$ cat config.mk
export PLATFORM = sky130hd
export DESIGN_NAME = value_table_search_delete
export DESIGN_NICKNAME = d
export VERILOG_FILES = /design/src/sv/vtsd_pkg.sv /design/src/sv/vtsd_mem.sv /design/src/sv/vtsd_scan.sv /design/src/sv/value_table_search_delete.sv
export SDC_FILE = /design/constraint.sdc
export NUM_CORES = 1
export LEC_CHECK = 0
export BUFFER_PORTS_ARGS = -buffer_cell sky130_fd_sc_hd__buf_2
export CAP_MARGIN = 30
export CORE_UTILIZATION = 35
export DETAILED_ROUTE_END_ITERATION = 6
export PLACE_DENSITY = 0.6
export SLEW_MARGIN = 10
export SYNTH_ARGS = -nofsm -noshare
export SYNTH_HDL_FRONTEND = slang
export SYNTH_SLANG_ARGS = --single-unit
export TNS_END_PERCENT = 50
$ cat constraint.sdc
create_clock -name clk_i -period 7.66 [get_ports clk_i]
set_clock_uncertainty 0.05 [all_clocks]
set_input_delay 0.383 -clock clk_i [delete_from_list [all_inputs] [get_ports clk_i]]
set_output_delay 0.383 -clock clk_i [all_outputs]
set_load 0.02 [all_outputs]
$ cat src/sv/vtsd_pkg.sv
// ----------------------------------------------------------------------------
// Value table package
// Shared constants, request and result item types, and the control and status
// bundles between the sequencer and the scan unit.
// ----------------------------------------------------------------------------
package vtsd_pkg;

  localparam int CAPACITY    = 16;
  localparam int VAL_W       = 31;
  localparam int FIELD_CNT_W = 5;
  localparam int IDX_W       = (CAPACITY > 1) ? $clog2(CAPACITY) : 1;
  localparam int CNT_W       = $clog2(CAPACITY + 1);

  typedef enum logic [2:0] {
    KIND_CLEAR     = 3'd0,
    KIND_APPEND    = 3'd1,
    KIND_SEARCH    = 3'd2,
    KIND_COUNT     = 3'd3,
    KIND_DEL_FIRST = 3'd4,
    KIND_DEL_ALL   = 3'd5,
    KIND_UPDATE    = 3'd6,
    KIND_EXTREMES  = 3'd7
  } kind_e;

  typedef enum logic [1:0] {
    ST_OK        = 2'd0,
    ST_NOT_FOUND = 2'd1,
    ST_REJECTED  = 2'd2,
    ST_EMPTY     = 2'd3
  } status_e;

  typedef struct packed {
    kind_e            kind;
    logic [VAL_W-1:0] key_value;
    logic [VAL_W-1:0] new_value;
  } in_item_t;

  typedef struct packed {
    status_e                status;
    logic [FIELD_CNT_W-1:0] position;
    logic [FIELD_CNT_W-1:0] match_count;
    logic [VAL_W-1:0]       max_value;
    logic [VAL_W-1:0]       min_value;
    logic [FIELD_CNT_W-1:0] fill_count;
    logic [FIELD_CNT_W-1:0] empty_count;
    logic                   is_empty;
    logic                   is_full;
  } out_item_t;

  // Sequencer to scan unit
  typedef struct packed {
    logic             init;
    logic             eval;
    logic [IDX_W-1:0] idx;
    kind_e            kind;
    logic [VAL_W-1:0] key;
    logic [VAL_W-1:0] new_value;
  } scan_ctrl_t;

  // Scan unit to sequencer and table write port
  typedef struct packed {
    logic             found;
    logic [IDX_W-1:0] first_idx;
    logic [CNT_W-1:0] match_cnt;
    logic [CNT_W-1:0] kept;
    logic [VAL_W-1:0] max_value;
    logic [VAL_W-1:0] min_value;
    logic             wr_en;
    logic [IDX_W-1:0] wr_addr;
    logic [VAL_W-1:0] wr_data;
  } scan_stat_t;

endpackage

$ cat src/sv/vtsd_mem.sv
// ----------------------------------------------------------------------------
// Value table storage
// One write port and one read port with registered read data.
// ----------------------------------------------------------------------------
module vtsd_mem (
  input  logic                       clk_i,
  input  logic                       wr_en_i,
  input  logic [vtsd_pkg::IDX_W-1:0] wr_addr_i,
  input  logic [vtsd_pkg::VAL_W-1:0] wr_data_i,
  input  logic                       rd_en_i,
  input  logic [vtsd_pkg::IDX_W-1:0] rd_addr_i,
  output logic [vtsd_pkg::VAL_W-1:0] rd_data_o
);
  import vtsd_pkg::*;

  logic [VAL_W-1:0] mem_q [CAPACITY];
  logic [VAL_W-1:0] rd_data_q;

  always_ff @(posedge clk_i) begin
    if (wr_en_i) begin
      mem_q[wr_addr_i] <= wr_data_i;
    end
    if (rd_en_i) begin
      rd_data_q <= mem_q[rd_addr_i];
    end
  end

  assign rd_data_o = rd_data_q;

endmodule

$ cat src/sv/vtsd_scan.sv
// ----------------------------------------------------------------------------
// Value table scan unit
// Compares one table entry per cycle against the key, keeps the match
// bookkeeping and running extremes, and drives compaction and update writes.
// ----------------------------------------------------------------------------
module vtsd_scan (
  input  logic                       clk_i,
  input  logic                       rst_ni,
  input  vtsd_pkg::scan_ctrl_t       ctrl_i,
  input  logic [vtsd_pkg::VAL_W-1:0] rd_data_i,
  output vtsd_pkg::scan_stat_t       stat_o
);
  import vtsd_pkg::*;

  logic             found_q;
  logic [IDX_W-1:0] first_idx_q;
  logic [CNT_W-1:0] match_q;
  logic [CNT_W-1:0] kept_q;
  logic [VAL_W-1:0] max_q;
  logic [VAL_W-1:0] min_q;
  logic             hit;
  logic             drop;
  logic             is_del;

  always_comb begin
    hit    = ctrl_i.eval && (rd_data_i == ctrl_i.key);
    is_del = (ctrl_i.kind == KIND_DEL_FIRST) || (ctrl_i.kind == KIND_DEL_ALL);
    drop   = hit && ((ctrl_i.kind == KIND_DEL_ALL) ||
                     ((ctrl_i.kind == KIND_DEL_FIRST) && !found_q));

    stat_o.found     = found_q;
    stat_o.first_idx = first_idx_q;
    stat_o.match_cnt = match_q;
    stat_o.kept      = kept_q;
    stat_o.max_value = max_q;
    stat_o.min_value = min_q;
    stat_o.wr_en     = 1'b0;
    stat_o.wr_addr   = kept_q[IDX_W-1:0];
    stat_o.wr_data   = rd_data_i;
    if (is_del) begin
      // move each kept entry down to the write pointer
      stat_o.wr_en = ctrl_i.eval && !drop;
    end else if (ctrl_i.kind == KIND_UPDATE) begin
      stat_o.wr_en   = hit && !found_q;
      stat_o.wr_addr = ctrl_i.idx;
      stat_o.wr_data = ctrl_i.new_value;
    end
  end

  always_ff @(posedge clk_i or negedge rst_ni) begin
    if (!rst_ni) begin
      found_q     <= 1'b0;
      first_idx_q <= '0;
      match_q     <= '0;
      kept_q      <= '0;
      max_q       <= '0;
      min_q       <= '0;
    end else if (ctrl_i.init) begin
      found_q <= 1'b0;
      match_q <= '0;
      kept_q  <= '0;
    end else if (ctrl_i.eval) begin
      if (hit && !found_q) begin
        found_q     <= 1'b1;
        first_idx_q <= ctrl_i.idx;
      end
      if (hit) begin
        match_q <= match_q + CNT_W'(1);
      end
      if (!drop) begin
        kept_q <= kept_q + CNT_W'(1);
      end
      if (ctrl_i.idx == '0) begin
        max_q <= rd_data_i;
        min_q <= rd_data_i;
      end else begin
        if (rd_data_i > max_q) begin
          max_q <= rd_data_i;
        end
        if (rd_data_i < min_q) begin
          min_q <= rd_data_i;
        end
      end
    end
  end

endmodule

$ cat src/sv/value_table_search_delete.sv
// ----------------------------------------------------------------------------
// Value table with search and delete
// Packed unsorted list of values with a fill count, served one request at a
// time.
// ----------------------------------------------------------------------------
// Usage:
//   Request items enter on in_item_i under in_valid_i / in_stall_o; each
//   request gives exactly one result item on out_item_o under out_valid_o /
//   out_stall_i.
//   Clear, append, and any request on an empty table finish at once: the
//   result is registered at the accepting edge.
//   Search, count, delete first, delete all, update first and extremes walk
//   the filled entries through one comparator, one entry per cycle off the
//   table's single read port: the read data is registered, the scan unit
//   folds it in, and the result is registered once the walk ends and the
//   output register is free; the next request is accepted only after that.
//   A result waits in the output register while the receiver stalls; a
//   walking request may be accepted meanwhile, but one that would finish at
//   once is held off until the result is taken.
//   Reset empties the table (fill count zero) and clears the output valid.
// ----------------------------------------------------------------------------
module value_table_search_delete (
  input  logic                clk_i,
  input  logic                rst_ni,
  input  logic                in_valid_i,
  output logic                in_stall_o,
  input  vtsd_pkg::in_item_t  in_item_i,
  output logic                out_valid_o,
  input  logic                out_stall_i,
  output vtsd_pkg::out_item_t out_item_o
);
  import vtsd_pkg::*;

  typedef enum logic [1:0] {
    S_IDLE,
    S_SCAN,
    S_DONE
  } state_e;

  state_e           state_q, state_d;
  logic [CNT_W-1:0] used_q, used_d;
  logic [CNT_W-1:0] rd_idx_q, rd_idx_d;
  logic             pend_q;
  logic [IDX_W-1:0] ev_idx_q;
  in_item_t         req_q;
  out_item_t        out_q, out_d;
  logic             out_valid_q, out_valid_d;

  logic             out_free;
  logic             immediate;
  logic             accept;
  logic             issue;
  logic             app_wr;
  logic             load;
  scan_ctrl_t       ctrl;
  scan_stat_t       stat;
  logic             mem_wr_en;
  logic [IDX_W-1:0] mem_wr_addr;
  logic [VAL_W-1:0] mem_wr_data;
  logic [VAL_W-1:0] rd_data;
  logic [CNT_W-1:0] scan_used;

  function automatic out_item_t make_result(status_e st, logic [CNT_W-1:0] pos,
                                            logic [CNT_W-1:0] cnt,
                                            logic [VAL_W-1:0] mx,
                                            logic [VAL_W-1:0] mn,
                                            logic [CNT_W-1:0] used);
    out_item_t r;
    r.status      = st;
    r.position    = FIELD_CNT_W'(pos);
    r.match_count = FIELD_CNT_W'(cnt);
    r.max_value   = mx;
    r.min_value   = mn;
    r.fill_count  = FIELD_CNT_W'(used);
    r.empty_count = FIELD_CNT_W'(CNT_W'(CAPACITY) - used);
    r.is_empty    = (used == '0);
    r.is_full     = (used == CNT_W'(CAPACITY));
    return r;
  endfunction

  vtsd_mem u_mem (
    .clk_i     (clk_i),
    .wr_en_i   (mem_wr_en),
    .wr_addr_i (mem_wr_addr),
    .wr_data_i (mem_wr_data),
    .rd_en_i   (issue),
    .rd_addr_i (rd_idx_q[IDX_W-1:0]),
    .rd_data_o (rd_data)
  );

  vtsd_scan u_scan (
    .clk_i     (clk_i),
    .rst_ni    (rst_ni),
    .ctrl_i    (ctrl),
    .rd_data_i (rd_data),
    .stat_o    (stat)
  );

  always_comb begin
    out_free   = !out_valid_q || !out_stall_i;
    immediate  = (in_item_i.kind == KIND_CLEAR) || (in_item_i.kind == KIND_APPEND) ||
                 (used_q == '0);
    in_stall_o = !((state_q == S_IDLE) && (out_free || !immediate));
    accept     = in_valid_i && !in_stall_o;
    issue      = (state_q == S_SCAN) && (rd_idx_q < used_q);

    ctrl.init      = accept;
    ctrl.eval      = pend_q;
    ctrl.idx       = ev_idx_q;
    ctrl.kind      = req_q.kind;
    ctrl.key       = req_q.key_value;
    ctrl.new_value = req_q.new_value;

    app_wr = accept && (in_item_i.kind == KIND_APPEND) && (in_item_i.key_value != '0) &&
             (used_q != CNT_W'(CAPACITY));

    mem_wr_en   = app_wr || stat.wr_en;
    mem_wr_addr = app_wr ? used_q[IDX_W-1:0] : stat.wr_addr;
    mem_wr_data = app_wr ? in_item_i.key_value : stat.wr_data;

    state_d  = state_q;
    used_d   = used_q;
    rd_idx_d = rd_idx_q;
    out_d    = out_q;
    load     = 1'b0;

    scan_used = ((req_q.kind == KIND_DEL_FIRST) || (req_q.kind == KIND_DEL_ALL)) ?
                stat.kept : used_q;

    unique case (state_q)
      S_IDLE: begin
        if (accept) begin
          priority if (in_item_i.kind == KIND_CLEAR) begin
            load   = 1'b1;
            used_d = '0;
            out_d  = make_result(ST_OK, '0, '0, '0, '0, '0);
          end else if (in_item_i.kind == KIND_APPEND) begin
            load = 1'b1;
            if (app_wr) begin
              used_d = used_q + CNT_W'(1);
              out_d  = make_result(ST_OK, '0, '0, '0, '0, used_q + CNT_W'(1));
            end else begin
              out_d  = make_result(ST_REJECTED, '0, '0, '0, '0, used_q);
            end
          end else if (used_q == '0) begin
            load  = 1'b1;
            out_d = make_result(ST_EMPTY, '0, '0, '0, '0, used_q);
          end else begin
            rd_idx_d = '0;
            state_d  = S_SCAN;
          end
        end
      end
      S_SCAN: begin
        if (issue) begin
          rd_idx_d = rd_idx_q + CNT_W'(1);
        end else if (!pend_q) begin
          state_d = S_DONE;
        end
      end
      S_DONE: begin
        if (out_free) begin
          load    = 1'b1;
          used_d  = scan_used;
          state_d = S_IDLE;
          unique case (req_q.kind)
            KIND_SEARCH: begin
              out_d = make_result(stat.found ? ST_OK : ST_NOT_FOUND,
                                  stat.found ? CNT_W'(stat.first_idx) + CNT_W'(1) : '0,
                                  '0, '0, '0, scan_used);
            end
            KIND_COUNT, KIND_DEL_ALL: begin
              out_d = make_result(stat.found ? ST_OK : ST_NOT_FOUND, '0, stat.match_cnt,
                                  '0, '0, scan_used);
            end
            KIND_DEL_FIRST: begin
              out_d = make_result(stat.found ? ST_OK : ST_NOT_FOUND, '0,
                                  stat.found ? CNT_W'(1) : '0, '0, '0, scan_used);
            end
            KIND_EXTREMES: begin
              out_d = make_result(ST_OK, '0, '0, stat.max_value, stat.min_value,
                                  scan_used);
            end
            default: begin
              // update first; clear and append never reach here
              out_d = make_result(stat.found ? ST_OK : ST_NOT_FOUND, '0, '0, '0, '0,
                                  scan_used);
            end
          endcase
        end
      end
      default: begin
        state_d = S_IDLE;
      end
    endcase

    out_valid_d = load || (out_valid_q && out_stall_i);
  end

  always_ff @(posedge clk_i or negedge rst_ni) begin
    if (!rst_ni) begin
      state_q     <= S_IDLE;
      used_q      <= '0;
      rd_idx_q    <= '0;
      pend_q      <= 1'b0;
      ev_idx_q    <= '0;
      req_q       <= '0;
      out_q       <= '0;
      out_valid_q <= 1'b0;
    end else begin
      state_q     <= state_d;
      used_q      <= used_d;
      rd_idx_q    <= rd_idx_d;
      pend_q      <= issue;
      out_valid_q <= out_valid_d;
      if (issue) begin
        ev_idx_q <= rd_idx_q[IDX_W-1:0];
      end
      if (accept) begin
        req_q <= in_item_i;
      end
      if (load) begin
        out_q <= out_d;
      end
    end
  end

  assign out_valid_o = out_valid_q;
  assign out_item_o  = out_q;

  a_used_bound: assert property (@(posedge clk_i) disable iff (!rst_ni)
    used_q <= CNT_W'(CAPACITY))
    else $error("fill count above capacity");

  a_scan_idx: assert property (@(posedge clk_i) disable iff (!rst_ni)
    (state_q == S_SCAN) |-> (rd_idx_q <= used_q))
    else $error("scan read index past fill count");

  a_kept_behind: assert property (@(posedge clk_i) disable iff (!rst_ni)
    (state_q == S_SCAN) |-> (stat.kept <= rd_idx_q))
    else $error("compaction pointer ahead of read pointer");

  a_scan_no_grow: assert property (@(posedge clk_i) disable iff (!rst_ni)
    (state_q == S_DONE && out_free) |=> (used_q <= $past(used_q)))
    else $error("scan request grew the table");

endmodule

# ---- Word level (Yosys, flattened, before mapping)
# Memories as Yosys holds them, arrays and structs flattened. A register that Yosys moved wholly into a read port is not among the register bits.
# Index checks and enable logic that the tools add are counted.
dict set report classes {
  add_sub_neg 8
  magnitude_cmp 3
  n_eq_ne 26
  mux 58
  bitwise_logic 1
  n_reduce_logical 51
}
# op count
set ops {}
lappend ops {{$mux W86} 6}
lappend ops {{$pmux W85 S4} 1}
lappend ops {{$pmux W86 S2} 1}
lappend ops {{$mux W31} 5}
lappend ops {{$mux W5} 18}
lappend ops {{$mux W36} 1}
lappend ops {{$mux W35} 1}
lappend ops {{$eq A31 B31 Y1} 1}
lappend ops {{$gt A31 B31 Y1} 1}
lappend ops {{$lt A31 B31 Y1} 1}
lappend ops {{$reduce_bool A31 Y1} 1}
lappend ops {{$add A5 B1 Y5 const B} 4}
lappend ops {{$pmux W5 S2} 2}
lappend ops {{$ne A2 B2 Y1 const B} 9}
lappend ops {{$eq A5 B5 Y1 const B} 3}
lappend ops {{$logic_not A5 Y1} 3}
lappend ops {{$sub A5 B5 Y5 const A} 3}
lappend ops {{$mux W2} 7}
lappend ops {{$reduce_bool A2 Y1} 7}
lappend ops {{$mux W1} 13}
lappend ops {{$eq A3 B3 Y1 const B} 4}
lappend ops {{$logic_and A1 B1 Y1} 12}
lappend ops {{$reduce_and A5 Y1} 2}
lappend ops {{$reduce_and A3 Y1} 3}
lappend ops {{23 further kinds} 38}
dict set report totals {
  register_bits 246
  ram_bits 496
  in_bits 69
  output_inout_bits 88
  word_cells 172
  memories 1
}
# memory depth width rd rd_clocked_by_memory_dff wr line_no
set mem_list {}
lappend mem_list {u_mem.mem_q 16 31 1 1 1 vtsd_mem.sv:16} ;# logic [VAL_W-1:0] mem_q [CAPACITY];

# ---- Logic depth before layout (Yosys ltp)
dict set report logic_depth {
  depth_word 15
  depth_mapped 13
  mapped_depth_nobuf 10
}

# ---- Cells and area by module
# From an unflattened synthesis, not the netlist that was laid out.
dict set report unflattened {
  cells_unflattened 2069
  area_unflattened_um2 32761.4
}
# module n_inst cells_per_inst area_per_inst_um2
set modules_own_cells {}
lappend modules_own_cells {vtsd_mem 1 812 19558.8}
lappend modules_own_cells {value_table_search_delete 1 750 7831.3}
lappend modules_own_cells {vtsd_scan 1 507 5371.4}

# ---- Worst setup path after synthesis
# No wires, ideal clock.
dict set report synth_timing {
  path_type {reg2reg}
  start {register used_q[0]}
  end {memory u_mem.mem_q[0][0] (enable)}
  setup_ns 0.464
  arrival_time_ns 4.526
  required_time_ns 7.146
  setup_slack_ns 2.620
  stages_incl_launch_ff 11
  period_less_slack_ns 5.040
  cell_sequence {dfrtp_1 -> clkbuf_1 -> inv_1 -> ha_1 -> and3_1 -> ha_1 -> nor4_2 -> o21ai_2 -> mux2i_1 -> nand2_1 -> nor3b_1}
}
dict set report synth_between {
  elab_chain_len 12
  word_cells_on_any_way 14
  classes_between {1 x eq/ne; 3 x mux; 10 x reduce/logical}
}
# item line_no
set synth_rtl {}
lappend synth_rtl {{start: declaration} value_table_search_delete.sv:41} ;# logic [CNT_W-1:0] used_q, used_d;
lappend synth_rtl {{start signal: assignment} value_table_search_delete.sv:212} ;# used_q <= used_d;
lappend synth_rtl {{$logic_not A5 Y1} value_table_search_delete.sv:102} ;# (used_q == '0);
lappend synth_rtl {{$logic_or A1 B1 Y1} value_table_search_delete.sv:101} ;# immediate = (in_item_i.kind == KIND_CLEAR) || (in_item_i.kind == KIND_APPEND) ||
lappend synth_rtl {{$logic_not A1 Y1} value_table_search_delete.sv:103} ;# in_stall_o = !((state_q == S_IDLE) && (out_free || !immediate));
lappend synth_rtl {{$logic_or A1 B1 Y1} value_table_search_delete.sv:103}
lappend synth_rtl {{$logic_and A1 B1 Y1} value_table_search_delete.sv:103}
lappend synth_rtl {{$logic_and A1 B1 Y1} value_table_search_delete.sv:104} ;# accept = in_valid_i && !in_stall_o;
lappend synth_rtl {{$logic_and A1 B1 Y1 (3 in series)} value_table_search_delete.sv:114} ;# app_wr = accept && (in_item_i.kind == KIND_APPEND) && (in_item_i.key_value != '0) &&
lappend synth_rtl {{$logic_or A1 B1 Y1} value_table_search_delete.sv:117} ;# mem_wr_en = app_wr || stat.wr_en;
lappend synth_rtl {{$mux W1} vtsd_mem.sv:20} ;# if (wr_en_i) begin
lappend synth_rtl {{$mux W1 (implied by the code)} vtsd_mem.sv:21} ;# mem_q[wr_addr_i] <= wr_data_i;
lappend synth_rtl {{end: declaration} vtsd_mem.sv:16}
# Parallel ways exist; a longest one is shown, timed or not.

# ---- Final worst setup path
dict set report layout_timing {
  start {register used_q[0]}
  end {memory u_mem.mem_q[0][12] (enable)}
}
# The elaborated chain is that of the path after synthesis.

==> reports/qor_table.md <==
| Metric | Value | Unit |
|---|---|---|
| Total Neg Setup Slack | 0 | ns |
| Critical path peak fanout | 25 | - |
| Number of clock sinks | 772 | - |
| Library cell with the highest instance count after synthesis | edfxtp_1 | - |
| Worst flop-to-flop path startpoint | used_q[0]$_DFFE_PN0P_ | - |
| Post-synth ARST share | 31.74 | % |
| Total global routing overflow | 0 | - |
| Mapped Area | 33800 | sq um |
| F_max | 228.7 | MHz |
| Setup repair after global routing missed its margin | false | - |
| Detailed-route wire length | 93560 | microns |
| Number of antenna violations at the first check in global routing | 4 | - |
| Maximum number of pins on one net before global-route repair | 109 | - |
| Depth of the worst hold-timing path | 3 | - |
| Part of the cycle the worst path needs | 57.08 | % |
| Synth Area in Compound Gates | 4.787 | % |
| Net count of the mapped netlist | 2528 | - |
| Die outline width | 312.8 | microns |
| Setup slack, reg-to-reg | 3.29 | ns |
| Cell Chain, Critical Path | inv_1 -> ha_1 -> and3_1 -> ha_1 -> nor4_2 -> o21ai_4 -> mux2i_1 -> nand2_1 -> nor3b_2 -> buf_4 | - |
| Post-Synth Simple-Gate Area | 10.29 | % |
| Critical hold path startpoint | in_item_i[53] | - |
| Clock transition time at the flip-flop clock pins of the worst setup and hold paths | 0.06 | ns |
| Total half-perimeter wirelength after legalization and detailed placement | 58380 | microns |
| Number of DRC markers after the initial detailed-route iteration | 2387 | - |
| Worst relative slew slack | 32.25 | % |
| Transition at the pin with the smallest max-transition slack | 1.009 | ns |
| Number of buffers between clock root and the deepest sink | 3 | - |
| Smallest hold slack | 0.03932 | ns |
| Power per cell area | 395.8 | nW/um^2 |
| FF-to-FF End | u_mem.mem_q[0][12]$_DFFE_PP_ | - |
| Number of distinct library cells after synthesis | 72 | - |
| Average size of a mapped cell | 14.20 | sq um |
| Top post-synthesis cells by area | edfxtp_1 (47%), dfrtp_1 (18%), mux4_2 (10%) | - |
| Adder and majority gate portion of the synthesized area | 2.887 | % |
| Wire length of the first global-routing pass | 138500 | microns |
| Type of destination of the critical path | flop | - |
| Remaining number of nets flagged by the antenna check after routing | 0 | - |
| Mux contribution to synthesized area | 13.17 | % |
| Pins over their slew limit | 0 | - |
| Worst endpoint data arrival time | 4.63 | ns |
| Gr usage total | 19.04 | % |
| Number of buffers added by the clock tree synthesis step | 80 | - |
| H-tree depth | 3 | - |
| # diodes | 0 | - |
| Leakage | 15.42 | nW |
| CTS tree | yes | - |
| Primary FF master, synth | edfxtp_1 | - |
| Synthesized flop and latch total | 772 | - |
| Tot Pwr | 15.69 | mW |
| Fraction of layout cells with a size suffix above 1 | 22.24 | % |
| Parity-gate share of the synthesized area counting xor and xnor cells | 1.244 | % |
| Overall die area | 97820 | sq um |
| Minimum period implied by the final worst setup slack | 4.372 | ns |
| Worst reg2reg path depth | 10 | - |
| Count of mapped cells out of synthesis | 2381 | - |
| Worst Path Required | 7.92 | ns |
| Clock latency reported for the late side of the worst-skew pair | 0.64 | ns |
| Kind of path behind the tightest hold check | input port to flop | - |
| Slowest Stage Delay on Critical Path | 0.73 | ns |
| Most frequent cell on the critical path | ha_1 | - |
| Vias/cell | 5.494 | - |
| Outcome | completed | - |
| Filler cell count in the final layout | 8648 | - |
| Setup-failing EPs final | 0 | - |
| Peak supply drop | 0.2133 | mV |
| Drc violations | 0 | - |
| Num rows | 113 | - |
| Number of global-route vias before repair | 21546 | - |
| Gpl congestion | 0.8512 | - |
| Top cell type's share of synthesized area | 46.82 | % |
| Initial core utilization | 35.47 | % |
| Number of nets at the end of the flow | 2753 | - |
| Post-CTS setup buffers | 0 | - |
| Commonest cells in the synthesized netlist | edfxtp_1 (527), nand2_1 (379), dfrtp_1 (245), nand3_1 (159), mux4_2 (155) | - |
| Post-synthesis cell type with the largest combined area | edfxtp_1 | - |
| Clock Root Buffer | clkbuf_16 | - |
| Startpoint type of the worst setup path | flop | - |
| Post-synth EDFFs | 527 | - |
| Worst Setup Path Type | flop to flop | - |
| Vertical die dimension | 312.8 | microns |
| Critical-path top delay cell | nor4_2 | - |
| Number of port buffers | 156 | - |
| Top Ports | 157 | - |
| Combinational family with the most area after synthesis | multiplexers | - |
| Area growth from synthesis to layout | 17.28 | % |
| Initial DRT Pass Iterations | 5 | - |
| Total number of vias | 21625 | - |
| Count of maximum capacitance violations | 0 | - |
| Proportion of synthesized chip area in sequential cells | 64.96 | % |
| Number of warning messages in the yosys log | 0 | - |
| Final Hold Violating Endpoints | 0 | - |
| Endpoint, Worst Hold | ctrl[53]$_DFFE_PN0N_ | - |
| Placeable Area | 95290 | sq um |
| Routed wire per std cell | 23.77 | microns |
==> registers in the layout, indices dropped and copies added (netlist names), 2 cells and up <==
signal,flops
ctrl,65
ev_idx_q,4
out_item_o,85
rd_idx_q,5
state_q,2
u_mem.mem_q,496
u_mem.rd_data_o,31
u_scan.first_idx_q,4
u_scan.kept_q,5
u_scan.match_q,5
u_scan.max_q,31
u_scan.min_q,31
used_q,5
==> kinds of logic (layout without fill, tap and decap cells) <==
family,Yosys count,in the layout
buffers and inverters,225,515
flip-flops,772,772
XOR/XNOR,48,48
AND/OR/NAND/NOR,774,774
adder cells (fa/ha/maj),78,78
multiplexers,244,244
AO/OA/AOI/OAI,240,240
==> worst max-delay path by stage <==
stage	cells past startpoint	startpoint	end
4_1_cts	8	used_q[0]$_DFFE_PN0P_	u_mem.mem_q[10][7]$_DFFE_PP_
5_1_grt	8	used_q[0]$_DFFE_PN0P_	u_mem.mem_q[9][16]$_DFFE_PP_
6_report	10	used_q[0]$_DFFE_PN0P_	u_mem.mem_q[0][12]$_DFFE_PP_
3_5_place_dp	7	in_item_i[54]	u_mem.mem_q[2][1]$_DFFE_PP_
3_3_place_gp	7	in_item_i[54]	u_mem.mem_q[0][1]$_DFFE_PP_
2_1_floorplan	10	used_q[0]$_DFFE_PN0P_	u_mem.mem_q[0][0]$_DFFE_PP_
==> routing by layer <==
metal	vias to the layer above	global-route usage, %	routed length [microns]	part of all wire (%)
met5	-	0	8	0.0086
met4	2	5.333	2215	2.4
met3	143	3.705	8189	8.8
met2	969	29.44	42510	45
met1	11079	27.33	40630	43
li1	9432	-	-	-
==> repair_timing <==
action,in CTS,in global routing
endpoints found under the hold margin,163,0
resized for setup,0,0
hold buffers,58,0
==> worst max-delay path, delay by kind of cell, from the launching register on <==
| kind | cells | cell delay, ns |
|---|---|---|
| compound gates | 1 | 0.43 |
| fa+ha+maj | 2 | 0.46 |
| buf+inv | 2 | 0.54 |
| flops | 1 | 0.51 |
| mux | 1 | 0.49 |
| simple gates | 4 | 1.50 |
==> power by group <==
part | internal [mW] | switching (mW) | total, mW
Clock | 2.29 | 1.65 | 3.95
Sequential | 5.62 | 0.833 | 6.45
Combinational | 2.07 | 3.22 | 5.29
Total | 9.98 | 5.71 | 15.7
==> cells in the final DEF, fill, tap and decap left out, drive strengths merged, types with 46 or more instances in the layout <==
master	count
nor2	114
dfrtp	245
mux2i	46
ha	78
mux4	155
edfxtp	527
xnor2	46
clkbuf	103
a21oi	76
dlygate4sd3	58
inv	87
buf	228
nand3	160
nand2	379
==> final cells by class <==
| class | instances | area [sq um] | area share, % |
|---|---|---|---|
| Tap cell | 1265 | 1583 | 3.993 |
| Multi-Input combinational cell | 1384 | 11120 | 28.04 |
| Sequential cell | 772 | 21970 | 55.42 |
| Clock inverter | 44 | 474.2 | 1.196 |
| Timing Repair Buffer | 286 | 2012 | 5.076 |
| Clock buffer | 103 | 2180 | 5.499 |
| Inverter | 82 | 307.8 | 0.7765 |
==> through the flow <==
stage | setup slack, ns | instances | area [sq um] | util (%)
detailed placement | 3.133 | 3707 | 36180 | 37.97
global route | 3.089 | 3936 | 39640 | 41.60
global placement | 3.244 | 3704 | 36110 | 37.89
finish | 3.288 | 3936 | 39640 | 41.60
CTS | 3.160 | 3912 | 39420 | 41.36
floorplan | 2.620 | 2381 | 33800 | -
Power figures use the tool's default switching activity.
